==> src/design/jet_angularity_accumulator_unit_defines.svh <==
// ---------------------------------------------------------------------------
// Jet angularity accumulator: assertion macros
// Shared property shorthands for the RTL assertions.
// ---------------------------------------------------------------------------
`ifndef JET_ANGULARITY_ACCUMULATOR_UNIT_DEFINES_SVH
`define JET_ANGULARITY_ACCUMULATOR_UNIT_DEFINES_SVH

// same-cycle implication, disabled in reset
`define JAA_ASSERT_IMP(lbl, clk, rst, ante, cons, msg) \
   lbl: assert property (@(posedge clk) disable iff (rst) (ante) |-> (cons)) else $error(msg);

// next-cycle implication, disabled in reset
`define JAA_ASSERT_NXT(lbl, clk, rst, ante, cons, msg) \
   lbl: assert property (@(posedge clk) disable iff (rst) (ante) |=> (cons)) else $error(msg);

`endif

==> src/design/jaa_pkg.sv <==
// ---------------------------------------------------------------------------
// jaa_pkg
// Types and fixed constants of the jet angularity accumulator.
// ---------------------------------------------------------------------------
`default_nettype none

package jaa_pkg;

   // input word
   typedef struct packed {
      logic [15:0] particle_pt;
      logic [12:0] distance_to_axis;
      logic [12:0] jet_abs_rapidity;
      logic        last_particle;
   } req_type;

   // result word
   typedef struct packed {
      logic [8:0]  multiplicity;
      logic [16:0] angularity_pt2;
      logic [16:0] angularity_pt1;
      logic [16:0] angularity_pt_half;
      logic [16:0] angularity_dist2;
      logic [2:0]  rapidity_bin;
      logic        rapidity_valid;
      logic        degenerate;
   } rsp_type;

   // shift/subtract unit widths; sized for up to 1024 constituents
   localparam int NUM_W      = 64;
   localparam int DEN_W      = 60;
   localparam int Q_W        = 19;
   localparam int DSH_W      = DEN_W + Q_W - 1;
   localparam int SQ_W       = 34;
   localparam int ROOT_W     = SQ_W / 2;
   localparam int SQ_REM_W   = ROOT_W + 1;
   localparam int STEP_W     = 5;
   localparam int SQ_STEPS   = ROOT_W;
   localparam int DIV_STEPS  = Q_W;
   localparam int MUL_W      = 32;

   localparam logic [16:0] SAT_ONE   = 17'd65536;
   localparam logic [12:0] RAP_TOP   = 13'd4700;
   localparam logic [DEN_W-1:0] DIST2_DEN = DEN_W'(25600);

   localparam logic [12:0] RAP_EDGE [0:7] = '{13'd0, 13'd500, 13'd1000, 13'd1500,
                                              13'd2000, 13'd2500, 13'd3000, 13'd4700};

   typedef enum logic [0:0] {
      SU_SQRT = 1'b0,
      SU_DIV  = 1'b1
   } su_mode_type;

   typedef struct packed {
      logic        start;
      su_mode_type mode;
   } su_ctl_type;

   typedef struct packed {
      logic busy;
      logic done;
   } su_sts_type;

   // largest edge index (1..6) not above rap, else 0
   function automatic logic [2:0] rap_bin_f(input logic [12:0] rap);
      logic [2:0] bin;
      bin = '0;
      for (int k = 1; k < 7; k++) begin
         if (rap >= RAP_EDGE[k]) bin = 3'(k);
      end
      return bin;
   endfunction

endpackage

`default_nettype wire

==> src/design/jaa_mul.sv <==
// ---------------------------------------------------------------------------
// jaa_mul
// Shared 32x32 multiplier with registered product, loaded on enable.
// ---------------------------------------------------------------------------
`default_nettype none

module jaa_mul (
   input  wire logic                       clock,
   input  wire logic                       issue,
   input  wire logic [jaa_pkg::MUL_W-1:0]  a,
   input  wire logic [jaa_pkg::MUL_W-1:0]  b,
   output      logic [2*jaa_pkg::MUL_W-1:0] prod
);
   import jaa_pkg::*;

   logic [2*MUL_W-1:0] prod_ff;

   // product holds until the next issue
   always_ff @(posedge clock) begin
      if (issue) begin
         prod_ff <= (2*MUL_W)'(a) * (2*MUL_W)'(b);
      end
   end

   assign prod = prod_ff;

endmodule

`default_nettype wire

==> config.mk <==
export PLATFORM = sky130hd
export DESIGN_NAME = jaa_mul
export DESIGN_NICKNAME = d
export VERILOG_FILES = /design/src/design/jet_angularity_accumulator_unit_defines.svh /design/src/design/jaa_pkg.sv /design/src/design/jaa_mul.sv
export SDC_FILE = /design/constraint.sdc
export NUM_CORES = 2
export LEC_CHECK = 0
export ABC_CLOCK_PERIOD_IN_PS = 23000
export BUFFER_PORTS_ARGS = -buffer_cell sky130_fd_sc_hd__buf_2
export CORE_ASPECT_RATIO = 1.1
export CORE_UTILIZATION = 35
export DETAILED_ROUTE_END_ITERATION = 7
export GPL_TIMING_DRIVEN = 0
export HOLD_SLACK_MARGIN = 0.06
export PLACE_DENSITY = 0.59
export SLEW_MARGIN = 0
export SYNTH_ARGS = -nofsm -noshare
export SYNTH_HDL_FRONTEND = slang
export SYNTH_SLANG_ARGS = --single-unit
==> constraint.sdc <==
create_clock -name clock -period 23 [get_ports clock]
set_input_delay 4.6 -clock clock [delete_from_list [all_inputs] [get_ports clock]]
set_output_delay 4.6 -clock clock [all_outputs]
set_load 0.02 [all_outputs]
==> impl_metrics.yaml <==
run_status:
  status: "completed"
synth:
  ys_seq_area_share_pct: 5.442
  avgSynthCellArea_um2: 9.423
  synth-xor-area-share_pct: 1.488
  synth_warnings: 0
  synth_compound_area_share_pct: 4.078
  synth_top_family_by_area: "adder cells"
  syn_area_um2: 35320
  synth_simple_gate_area_share_pct: 17.30
  synth.top_cell.area_share_pct: 50.79
  ys.flop_type: "edfxtp_1"
  synth_adder_area_share_pct: 60.11
  muxShareOfSynthArea_pct: 0.02834
  yosysTopAreaCell: "fa_1"
  synth_edf_count: 64
  synthCells: 3748
  ys_ff_latch: 64
  synth.distinct_cells: 57
  syn-num-nets: 4973
  synthTopCellsByArea: "fa_1 51%, and2_1 11%, ha_1 9.3%, inv_1 9.2%, edfxtp_1 5.4%"
  synthArstFlopShare_pct: 0
timing:
  worstMarginPinSlew_ns: 1.229
  setup_tns_ns: 0
  timing.final.ws_setup_ns: 9.850
  fmax_ghz: 0.07605
  maxSlewHeadroom_pct: 18.08
  final-hold-violation-count: 0
  slew_violations: 0
  hold_slack_ns: 4.638
  rsz0062_at_grt: "no"
  finalSetupViolCount: 0
  post-route-period-util_pct: 57.17
  period_needed_ns: 13.15
cts:
  cts_buffers: 9
  cts_max_level: 3
  tritoncts: "done"
  cts_resized: 0
  clock-sinks: 64
  clockBufferDepth: 2
  postCtsSetupBuffers: 0
  holdBufCountCts: 0
  cts-root-buf: "clkbuf_16"
  path_clk_slew_ns: 0.05
floorplanning:
  fp.dieArea_um2: 102200
  die_w_um: 304.9
  initial_core_util_pct: 35.51
  die_h_um: 335.2
  pin_count: 130
  core_area_um2: 99470
  placementRows: 121
detailed_routing:
  antenna_left: 0
  drtIter0Drc: 2656
  route.top_layer_used: "met5"
  met3_length_mm: 11.28
  detail_route.wirelength.met1_mm: 49.05
  met2_wirelength_mm: 60.28
  num_vias: 27094
  first_pass_iters: 6
  wl_mm: 131.0
  wl_per_cell_um: 25.25
  viasPerCell: 5.221
  route.detailed.drc: 0
setup_path:
  crit_buf_inv: 6
  start_kind: "primary input"
  cp_top_family: "adder cells"
  worst-path-stages: 24
  crit_slowest_cell: "clkbuf_1"
  crit_type: "in -> reg"
  critPathRequiredTime_ns: 23.09
  crit_path_frequent_cell: "fa_1"
  critPathMaxStageDelay_ns: 0.88
  cp_cell_sequence: "buf_2 > clkbuf_1 > nand2_1 > fa_1 > fa_1 > inv_1 > fa_1 > fa_1 > fa_1 > fa_1 > fa_1 > inv_1 > fa_1 > inv_1 > ha_1 > buf_2 > nand4_1 > or4_1 > or3_1 > a31oi_1 > a31o_2 > a211oi_1 > o21ai_1 > xor2_1"
  cp_max_fo: 10
  crit_path_end_kind: "flip-flop"
  worstPathArrival_ns: 13.24
global_routing:
  grt_pass1_vias: 28449
  track_usage_pct: 26.14
  grt_pass1_wl_mm: 190.5
  grt_max_degree: 65
  antenna_found_initial: 16
  grt-ovfl-total: 0
final_layout:
  final_util_pct: 38.08
  nets: 5113
  syn2layout_area_growth_pct: 7.238
  largest_reg_flops: 64
  layout-drive-gt1-share_pct: 4.213
min_path:
  holdPathStages: 2
  hp-class: "in -> reg"
placement:
  place_hpwl_mm: 111.4
  portBuffers: 129
  dp_worst_setup_slack_ns: 9.657
  gp_congestion: 1.054
job:
  cap_violations: 0
==> per-layer routing <==
metal | global-route usage (%) | vias to the layer above
met2 | 41.79 | 1417
li1 | - | 11212
met1 | 33.33 | 14110
met4 | 16.78 | 6
met3 | 3.623 | 349
met5 | 0 | -
==> kinds of logic after synthesis <==
family,Yosys count
XOR/XNOR,60
adder cells (fa/ha/maj),1159
buffers and inverters,1085
AO/OA/AOI/OAI,202
AND/OR/NAND/NOR,1177
flip-flops,64
multiplexers,1
==> placed cells by master, fill, tap and decap left out, types with 3 or more instances in the layout <==
cell,count
clkbuf_16,9
or4_1,3
a21boi_1,3
fa_1,896
buf_2,134
nand4_1,23
xor2_1,25
o21ai_1,5
a21oi_2,3
o21bai_1,10
nor2_1,20
a31oi_1,12
a21o_1,40
nand3_1,10
or2_2,3
nor3_1,7
inv_1,865
and2_1,602
a221o_1,4
nand2_1,480
and4_1,3
xnor2_1,35
a221oi_4,3
and3_1,14
a21oi_1,63
o21ai_0,21
ha_1,263
or3_1,3
o21a_1,9
o31ai_4,3
a211oi_1,3
clkbuf_1,215
edfxtp_1,64
o221ai_1,3
diode_2,5
==> through the flow <==
step	std cells	cell area (µm²)
2_1_floorplan	3748	35320
3_3_place_gp	5168	37580
3_5_place_dp	5168	37580
4_1_cts	5184	37860
5_1_grt	5184	37860
6_report	5189	37870
==> cells in the mapped netlist (9+ instances only) <==
cell        n
nand3_1    10
a21oi_1    63
o21a_1      9
nand4_1    23
inv_1     865
nand2_1   480
xor2_1     25
nor2_1     20
o21bai_1   10
fa_1      896
edfxtp_1   64
a31oi_1    12
and2_1    602
clkbuf_1  213
o21ai_0    21
xnor2_1    35
ha_1      263
and3_1     14
a21o_1     40
==> worst paths after layout <==
path | slack [ns] | from | end
setup / recovery | 9.85 | a[15] | prod[62]
hold / removal | 4.64 | b[0] | prod[0]
==> area by class of cell <==
type,count,area (µm²)
clock buffers,11,232.7
fillers,10158,61590
repair buffers,129,648.1
plain buffers,220,833.3
diodes,5,12.51
multi-input cells,2599,29310
inverters,865,3247
clock inverters,5,47.55
well taps,1291,1615
flip-flops and latches,64,1922
Power is left out: the tool's default activity adds up to more than one toggle a clock period on the data nets, which glitch-free logic cannot reach.
