$ cat src/design/jet_angularity_accumulator_unit_defines.svh
// ---------------------------------------------------------------------------
// Jet angularity accumulator: assertion macros
// Shared property shorthands for the RTL assertions.
// ---------------------------------------------------------------------------
`ifndef JET_ANGULARITY_ACCUMULATOR_UNIT_DEFINES_SVH
`define JET_ANGULARITY_ACCUMULATOR_UNIT_DEFINES_SVH

// same-cycle implication, disabled in reset
`define JAA_ASSERT_IMP(lbl, clk, rst, ante, cons, msg) \
   lbl: assert property (@(posedge clk) disable iff (rst) (ante) |-> (cons)) else $error(msg);

// next-cycle implication, disabled in reset
`define JAA_ASSERT_NXT(lbl, clk, rst, ante, cons, msg) \
   lbl: assert property (@(posedge clk) disable iff (rst) (ante) |=> (cons)) else $error(msg);

`endif

$ cat src/design/jaa_pkg.sv
// ---------------------------------------------------------------------------
// jaa_pkg
// Types and fixed constants of the jet angularity accumulator.
// ---------------------------------------------------------------------------
`default_nettype none

package jaa_pkg;

   // input word
   typedef struct packed {
      logic [15:0] particle_pt;
      logic [12:0] distance_to_axis;
      logic [12:0] jet_abs_rapidity;
      logic        last_particle;
   } req_type;

   // result word
   typedef struct packed {
      logic [8:0]  multiplicity;
      logic [16:0] angularity_pt2;
      logic [16:0] angularity_pt1;
      logic [16:0] angularity_pt_half;
      logic [16:0] angularity_dist2;
      logic [2:0]  rapidity_bin;
      logic        rapidity_valid;
      logic        degenerate;
   } rsp_type;

   // shift/subtract unit widths; sized for up to 1024 constituents
   localparam int NUM_W      = 64;
   localparam int DEN_W      = 60;
   localparam int Q_W        = 19;
   localparam int DSH_W      = DEN_W + Q_W - 1;
   localparam int SQ_W       = 34;
   localparam int ROOT_W     = SQ_W / 2;
   localparam int SQ_REM_W   = ROOT_W + 1;
   localparam int STEP_W     = 5;
   localparam int SQ_STEPS   = ROOT_W;
   localparam int DIV_STEPS  = Q_W;
   localparam int MUL_W      = 32;

   localparam logic [16:0] SAT_ONE   = 17'd65536;
   localparam logic [12:0] RAP_TOP   = 13'd4700;
   localparam logic [DEN_W-1:0] DIST2_DEN = DEN_W'(25600);

   localparam logic [12:0] RAP_EDGE [0:7] = '{13'd0, 13'd500, 13'd1000, 13'd1500,
                                              13'd2000, 13'd2500, 13'd3000, 13'd4700};

   typedef enum logic [0:0] {
      SU_SQRT = 1'b0,
      SU_DIV  = 1'b1
   } su_mode_type;

   typedef struct packed {
      logic        start;
      su_mode_type mode;
   } su_ctl_type;

   typedef struct packed {
      logic busy;
      logic done;
   } su_sts_type;

   // largest edge index (1..6) not above rap, else 0
   function automatic logic [2:0] rap_bin_f(input logic [12:0] rap);
      logic [2:0] bin;
      bin = '0;
      for (int k = 1; k < 7; k++) begin
         if (rap >= RAP_EDGE[k]) bin = 3'(k);
      end
      return bin;
   endfunction

endpackage

`default_nettype wire

$ cat src/design/jaa_shift_sub.sv
// ---------------------------------------------------------------------------
// jaa_shift_sub
// Shared shift/subtract unit: integer square root (two bits a step) or
// restoring division (one quotient bit a step).
// ---------------------------------------------------------------------------
`default_nettype none

`include "jet_angularity_accumulator_unit_defines.svh"

module jaa_shift_sub (
   input  wire logic                      clock,
   input  wire logic                      reset,
   input  wire jaa_pkg::su_ctl_type       ctl,
   input  wire logic [jaa_pkg::NUM_W-1:0] num,
   input  wire logic [jaa_pkg::DEN_W-1:0] den,
   output      jaa_pkg::su_sts_type       sts,
   output      logic [jaa_pkg::Q_W-1:0]   result
);
   import jaa_pkg::*;

   logic              busy_ff, busy_in;
   logic              done_ff, done_in;
   su_mode_type       mode_ff, mode_in;
   logic [STEP_W-1:0] step_ff, step_in;
   logic [NUM_W-1:0]  rem_ff, rem_in;
   logic [SQ_W-1:0]   src_ff, src_in;
   logic [DSH_W-1:0]  dsh_ff, dsh_in;
   logic [Q_W-1:0]    acc_ff, acc_in;

   logic [SQ_REM_W+1:0] sq_rem_t;
   logic [SQ_REM_W+1:0] sq_trial;
   logic                sq_ge;
   logic                dv_ge;

   // one step of either algorithm
   always_comb begin
      sq_rem_t = {rem_ff[SQ_REM_W-1:0], src_ff[SQ_W-1 -: 2]};
      sq_trial = {1'b0, acc_ff[ROOT_W-1:0], 2'b01};
      sq_ge    = (sq_rem_t >= sq_trial);
      dv_ge    = ({(DSH_W-NUM_W)'(0), rem_ff} >= dsh_ff);

      busy_in = busy_ff;
      done_in = 1'b0;
      mode_in = mode_ff;
      step_in = step_ff;
      rem_in  = rem_ff;
      src_in  = src_ff;
      dsh_in  = dsh_ff;
      acc_in  = acc_ff;

      if (ctl.start) begin
         busy_in = 1'b1;
         mode_in = ctl.mode;
         acc_in  = '0;
         if (ctl.mode == SU_SQRT) begin
            rem_in  = '0;
            src_in  = num[SQ_W-1:0];
            step_in = STEP_W'(SQ_STEPS - 1);
         end else begin
            rem_in  = num;
            dsh_in  = {den, (Q_W-1)'(0)};
            step_in = STEP_W'(DIV_STEPS - 1);
         end
      end else if (busy_ff) begin
         if (mode_ff == SU_SQRT) begin
            rem_in = NUM_W'(sq_ge ? (sq_rem_t - sq_trial) : sq_rem_t);
            src_in = {src_ff[SQ_W-3:0], 2'b00};
            acc_in = {acc_ff[Q_W-2:0], sq_ge};
         end else begin
            rem_in = dv_ge ? (rem_ff - dsh_ff[NUM_W-1:0]) : rem_ff;
            dsh_in = {1'b0, dsh_ff[DSH_W-1:1]};
            acc_in = {acc_ff[Q_W-2:0], dv_ge};
         end
         step_in = step_ff - STEP_W'(1);
         if (step_ff == '0) begin
            busy_in = 1'b0;
            done_in = 1'b1;
         end
      end
   end

   always_ff @(posedge clock) begin
      if (reset) begin
         busy_ff <= 1'b0;
         done_ff <= 1'b0;
      end else begin
         busy_ff <= busy_in;
         done_ff <= done_in;
      end
   end

   always_ff @(posedge clock) begin
      mode_ff <= mode_in;
      step_ff <= step_in;
      rem_ff  <= rem_in;
      src_ff  <= src_in;
      dsh_ff  <= dsh_in;
      acc_ff  <= acc_in;
   end

   assign sts.busy = busy_ff;
   assign sts.done = done_ff;
   assign result   = acc_ff;

   // checks
   `JAA_ASSERT_IMP(a_no_restart, clock, reset, ctl.start, !busy_ff, "start while busy")
   `JAA_ASSERT_IMP(a_done_idle, clock, reset, done_ff, !busy_ff, "done while busy")
   `JAA_ASSERT_NXT(a_start_busy, clock, reset, ctl.start, busy_ff, "start did not go busy")

endmodule

`default_nettype wire

$ cat config.mk
export PLATFORM = sky130hd
export DESIGN_NAME = jaa_shift_sub
export DESIGN_NICKNAME = d
export VERILOG_FILES = /design/src/design/jaa_pkg.sv /design/src/design/jaa_shift_sub.sv
export VERILOG_INCLUDE_DIRS = /design/src /design/src/design
export SDC_FILE = /design/constraint.sdc
export NUM_CORES = 1
export LEC_CHECK = 0
export BUFFER_PORTS_ARGS = -buffer_cell sky130_fd_sc_hd__clkbuf_2
export CAP_MARGIN = 15
export CORE_MARGIN = 4
export CORE_UTILIZATION = 60
export DETAILED_ROUTE_END_ITERATION = 6
export PLACE_DENSITY = 0.81
export SKIP_CTS_REPAIR_TIMING = 1
export SLEW_MARGIN = 10
export SYNTH_ARGS = -nofsm -noshare
export SYNTH_HDL_FRONTEND = slang
export SYNTH_SLANG_ARGS = --single-unit
$ cat constraint.sdc
create_clock -name clock -period 8.4 [get_ports clock]
set_clock_uncertainty 0.2 [all_clocks]
set_input_delay 1.68 -clock clock [delete_from_list [all_inputs] [get_ports clock]]
set_output_delay 1.68 -clock clock [all_outputs]
set_load 0.01 [all_outputs]
==> impl_metrics.env, run 1 <==
export IMPL_status="finished clean"
export IMPL_grt_max_degree=105
export IMPL_end_kind="flop"
export IMPL_maxCapViolCount=0
export IMPL_synth_nets=1680
export IMPL_critical_path_required_ns=8.37
export IMPL_r2r_end="rem_ff[49]"
export IMPL_globalRouteOverflowTotal=0
export IMPL_dp_hpwl_um=26300
export IMPL_die_area_um2=25200
export IMPL_p_total_mw=3.61
export IMPL_crit_reg2reg_launch="rem_ff[0]"
export IMPL_power_switching_mw=1.23
export IMPL_crit_fanout=36
export IMPL_drt_iter0_markers=1056
export IMPL_viasPerCell=6.32
export IMPL_cts_buffers=23
export IMPL_stdcell_count=1860
export IMPL_placedCellCount=1819
export IMPL_ys_ff_latch=203
export IMPL_fin_ws_ns=3.32
export IMPL_fin_nets=1778
export IMPL_syn_avg_cell_area_um2=9.29
export IMPL_power_density_nw_per_um2=236
export IMPL_std_cell_rows=54
export IMPL_grt_pass1_wl_um=57800
export IMPL_path_cells="inv_1 -> ha_1 -> inv_1 -> fa_1 -> a21o_1 -> a221o_1 -> a221oi_2 -> nor4_1 -> nor2_1 -> o31ai_1 -> o221ai_1 -> o211ai_1 -> a21oi_1 -> nor2_4 -> buf_4"
export IMPL_worstMarginPinSlew_ns=1.15
export IMPL_cp_slowest_cell="nor2_4"
export IMPL_combPwrFrac=0.344
export IMPL_synth_top_cell_by_area="edfxtp_1"
export IMPL_synth_top_area_share=0.401
export IMPL_die_height_um=159
export IMPL_cts_path_max_buffers=3
export IMPL_synth_yosys_seq_area_share=0.432
export IMPL_gp_congestion=0.970
export IMPL_crit_family="compound AO/OA/AOI/OAI gates"
export IMPL_drc=0
export IMPL_finalHoldViolCount=0
export IMPL_seq_power_share=0.356
export IMPL_crit_start="rem_ff[0]"
export IMPL_hp_class="flop to flop"
export IMPL_antenna_found_initial=0
export IMPL_endpoint="rem_ff[49]"
export IMPL_fin_crit_ns=5.08
export IMPL_vias=11800
export IMPL_synth_cells=1466
export IMPL_synth_common_cells="edfxtp_1 (182), nand2_1 (152), a21oi_1 (139)"
export IMPL_cpMostUsedCell="inv_1"
export IMPL_die_x_um=159
export IMPL_grt_pass1_vias=11300
export IMPL_p_int_mw=2.37
export IMPL_rrSetupSlack_ns=3.32
export IMPL_syn_to_final_growth_pct=12.3
export IMPL_whs_ns=0.304
export IMPL_clockPowerShare=0.300
export IMPL_layout_drive_gt1_share=0.163
export IMPL_track_usage=0.286
export IMPL_synth_most_common_cell="edfxtp_1"
export IMPL_finalSetupViolations=0
export IMPL_leakage_nw=6.27
export IMPL_switching_share=0.342
export IMPL_ir_drop_mv=0.147
export IMPL_critical_path_class="flop to flop"
export IMPL_synth_edf_count=182
export IMPL_crit_cells=15
export IMPL_ant_nets=0
export IMPL_relSlewSlack=0.228
export IMPL_postLayoutCellArea_um2=15300
export IMPL_io_pins=149
export IMPL_clock_fmax_mhz=197
export IMPL_final_core_util=0.692
export IMPL_antenna_cells=0
export IMPL_insertion_delay_ns=0.52
export IMPL_start_util=0.616
export IMPL_rr_worst_depth=15
export IMPL_synthArstFlopShare=0
export IMPL_postPlaceCellArea_um2=14500
export IMPL_syn_area_um2=13600
export IMPL_rsz0062_at_grt="false"
export IMPL_routed_wl_um=36900
export IMPL_io_buffers=148
export IMPL_detailedPlace_worstSlack_ns=3.26
export IMPL_crit_arrival_ns=5.05
export IMPL_ys_types=69
export IMPL_cts_sink_count=203
export IMPL_setup_tns_final_ns=0
export IMPL_path_buf_inv=3
export IMPL_min_period_over_period=0.605
export IMPL_synth_top_cells_by_area="edfxtp_1 (40%), ha_1 (7.8%), a21oi_1 (5.1%), nand2_1 (4.2%), mux2_2 (3.8%)"
export IMPL_critPathLaunchType="flop"
export IMPL_drt_pass1_iterations=5
export IMPL_report_final_slew_viol_count=0
export IMPL_yosysWarnings=0
export IMPL_htree_levels=1
export IMPL_cpPeakStageDelay_ns=0.91
export IMPL_path_clk_slew_ns=0.06
export IMPL_synth_ff_type="edfxtp_1"
export IMPL_core_um2=22100
export IMPL_tritoncts="built"
export IMPL_post_drt_wl_per_cell_um=19.8
export IMPL_root_buffer="clkbuf_16"
-- metal layers --
| layer | share of wire | vias up | track usage |
|---|---|---|---|
| met2 | 0.46 | 564 | 0.459 |
| met4 | 0.023 | 0 | 0.0723 |
| met3 | 0.090 | 67 | 0.0473 |
| met5 | 0 | - | 0 |
| met1 | 0.43 | 5571 | 0.406 |
| li1 | - | 5554 | - |
-- placed cells by master (no fill, tap or decap), drive strengths merged, types with 24 or more instances in the layout --
master  Yosys  layout
nor2      107     107
a21o       35      35
a21oi     140     140
inv       108     108
ha         85      85
nand4      24      24
o21ai     151     151
xor2       32      32
nand2     152     152
xnor2      42      42
mux2       46      46
clkbuf     69     172
edfxtp    182     182
-- worst reg2reg max path, cell delays in order, from the launching register on --
cell and delay (ns):
edfxtp_1 0.37, inv_1 0.07, ha_1 0.20, inv_1 0.07
fa_1 0.22, a21o_1 0.16, a221o_1 0.25, a221oi_2 0.14
nor4_1 0.34, nor2_1 0.14, o31ai_1 0.42, o221ai_1 0.25
o211ai_1 0.27, a21oi_1 0.14, nor2_4 0.91, buf_4 0.56
-- sequential cells by signal, indices dropped and copies added (netlist names) --
signal and flops:
src_ff 34, mode_ff 1, rem_ff 64, step_ff 5
done_ff 1, busy_ff 1, result 19, dsh_ff 78
-- cells by family (layout without fill, tap and decap cells) --
kind of cell / after synthesis / count (layout) / synth area share
fa+ha+maj: 86 / 86 / 0.0796
compound gates: 454 / 454 / 0.203
flops: 203 / 203 / 0.432
mux: 67 / 67 / 0.0535
xor+xnor: 74 / 74 / 0.0476
buf+inv: 195 / 309 / 0.0547
simple gates: 387 / 387 / 0.129
-- layout make-up --
cell class                 instances  area (um2)
tap                              280         350
multi-input combinational       1068        7020
clock inverter                    16         220
fill                            1702        6800
clock buffer                      25         583
sequential                       203        5890
timing repair buffer             158         822
inverter                         110         413
-- how the worst min path moves through the flow --
stage,from,end,slack (ns),cells past startpoint
final,result[18],result[18],0.30,2
after global routing,src_ff[4],src_ff[6],0.36,1
after CTS,result[18],result[18],0.32,2
after detailed placement,result[18],result[18],0.30,2
after global placement,result[18],result[18],0.27,2
after floorplan,dsh_ff[11],dsh_ff[10],0.32,2
-- power groups by stage --
stage / Clock, mW / Sequential [mW] / Combinational [mW]
final: 1.08 / 1.28 / 1.24
after global placement: 0 / 1.30 / 1.17
after detailed placement: 0 / 1.30 / 1.20
after CTS: 1.09 / 1.28 / 1.21
after global routing: 1.14 / 1.29 / 1.36
after floorplan: 0 / 1.29 / 0.923
No activity file was read; power rests on OpenSTA's default activity.
==> run 2: changes to the inputs <==
Settings changed: CORE_UTILIZATION 60 to 54, PLACE_DENSITY 0.81 to 0.77.
Clock period 8.4 ns to 4.4 ns, I/O delays scaled along.
==> run 2 against run 1 <==
Against the previous run: via count is 1.6% lower; utilization is 6.1 points lower; hold slack hardly changed; clock-buffer cell count is 2 higher; sequential power is 91% higher; global-route usage is 3.2 points lower; worst setup slack worse by 2.9 ns; largest cell class unchanged.
==> impl_metrics.env, run 2 (synthesized netlist as in run 1, its figures left out) <==
export IMPL_post_drt_wl_per_cell_um=19.2
export IMPL_leakage_nw=6.35
export IMPL_largest_reg_flops=78
export IMPL_dp_hpwl_um=26900
export IMPL_critical_path_class="flop to flop"
export IMPL_fin_ws_ns=0.389
export IMPL_crit_arrival_ns=4.05
export IMPL_start_util=0.555
export IMPL_die_height_um=167
export IMPL_grt_pass1_wl_um=58800
export IMPL_finalSetupViolations=0
export IMPL_root_buffer="clkbuf_16"
export IMPL_antenna_cells=0
export IMPL_min_period_over_period=0.912
export IMPL_seq_area_um2=5890
export IMPL_end_kind="flop"
export IMPL_cts_path_max_buffers=3
export IMPL_grt_max_degree=84
export IMPL_finalHoldViolCount=0
export IMPL_switching_share=0.337
export IMPL_die_x_um=167
export IMPL_die_area_um2=27800
export IMPL_fillers=2095
export IMPL_tritoncts="built"
export IMPL_detailedPlace_worstSlack_ns=0.449
export IMPL_cts_sink_count=203
export IMPL_final_core_util=0.631
export IMPL_multi_input_area_um2=7020
export IMPL_report_final_slew_viol_count=0
export IMPL_final_common_cell="edfxtp_1"
export IMPL_setup_tns_final_ns=0
export IMPL_core_um2=24500
export IMPL_worstMarginPinSlew_ns=1.06
export IMPL_io_pins=149
export IMPL_grt_pass1_vias=11500
export IMPL_io_buffers=148
export IMPL_status="finished clean"
export IMPL_insertion_delay_ns=0.53
export IMPL_crit_start="rem_ff[0]"
export IMPL_drt_pass1_iterations=6
export IMPL_antenna_found_initial=1
export IMPL_clock_fmax_mhz=249
export IMPL_fin_crit_ns=4.01
export IMPL_syn_to_final_growth_pct=13.7
export IMPL_hp_class="flop to flop"
export IMPL_routed_wl_um=36800
export IMPL_layout_common_cells="edfxtp_1 (182), nand2_1 (152), clkbuf_2 (147)"
export IMPL_largestRegisters="dsh_ff x78, rem_ff x64, src_ff x34"
export IMPL_track_usage=0.254
export IMPL_crit_fanout=64
export IMPL_fin_nets=1786
export IMPL_maxCapViolCount=0
export IMPL_busiest_layer="met2"
export IMPL_drc=0
export IMPL_cts_buffers=24
export IMPL_critPathLaunchType="flop"
export IMPL_top_register="dsh_ff"
export IMPL_gp_congestion=0.959
export IMPL_critical_path_required_ns=4.44
export IMPL_layout_drive_gt1_share=0.167
export IMPL_rsz0062_at_grt="false"
export IMPL_relSlewSlack=0.290
export IMPL_viasPerCell=6.04
export IMPL_power_density_nw_per_um2=450
export IMPL_std_cell_rows=57
export IMPL_ir_drop_mv=0.282
export IMPL_holdCritStartpoint="result[18]"
export IMPL_vias=11600
export IMPL_grt_use_met2=0.392
export IMPL_clockPowerShare=0.306
export IMPL_whs_ns=0.304
export IMPL_path_clk_slew_ns=0.06
export IMPL_gr_usage_met1=0.367
export IMPL_postLayoutCellArea_um2=15500
export IMPL_seq_power_share=0.352
export IMPL_globalRouteOverflowTotal=0
export IMPL_htree_levels=1
export IMPL_power_switching_mw=2.35
export IMPL_met3_usage=0.0472
export IMPL_drt_iter0_markers=1197
export IMPL_combPwrFrac=0.343
export IMPL_p_int_mw=4.62
export IMPL_ant_nets=0
export IMPL_crit_reg2reg_launch="rem_ff[0]"
export IMPL_postPlaceCellArea_um2=14600
[run 2: critical path, stage by stage (launching register included)]
cell and delay (ns):
edfxtp_1 0.41, inv_1 0.08, ha_1 0.16, inv_1 0.05, fa_1 0.40, a21o_1 0.19, a221o_1 0.36, a221oi_2 0.31
nor4_1 0.10, nor2_1 0.29, o31ai_1 0.16, o221ai_1 0.28, o211ai_1 0.16, a21oi_1 0.25, nor2_4 0.06, buf_12 0.24
[run 2: layout make-up]
type,instances,share of cell area
Clock buffer,27,0.0409
Tap cell,324,0.0262
Clock inverter,16,0.0135
Inverter,110,0.0267
Multi-Input combinational cell,1068,0.453
Sequential cell,203,0.380
Timing Repair Buffer,165,0.0589
[run 2: layer usage]
layer,part of all wire,vias to the layer above
li1,-,5560
met1,0.44,5422
met2,0.44,499
met3,0.088,81
met4,0.031,2
met5,0.00052,-
[run 2: power groups by stage]
stage / Sequential (mW) / Clock, mW / Combinational (mW)
finish: 2.45 / 2.13 / 2.39
floorplan: 2.46 / 0 / 1.76
detailed placement: 2.49 / 0 / 2.32
global route: 2.46 / 2.25 / 2.63
CTS: 2.45 / 2.17 / 2.34
global placement: 2.48 / 0 / 2.29
[run 2: per-stage QoR]
step | instances | total power, mW
5_1_grt | 1913 | 7.34
3_3_place_gp | 1870 | 4.77
6_report | 1913 | 6.97
3_5_place_dp | 1870 | 4.81
2_1_floorplan | 1466 | 4.22
4_1_cts | 1913 | 6.96
[run 2: worst paths after layout]
| path | end | slack, ns | cells after the start |
|---|---|---|---|
| setup / recovery | rem_ff[19] | 0.39 | 15 |
| hold / removal | result[18] | 0.30 | 2 |
| setup reg to reg | rem_ff[19] | 0.39 | 15 |
| hold reg to reg | result[18] | 0.30 | 2 |
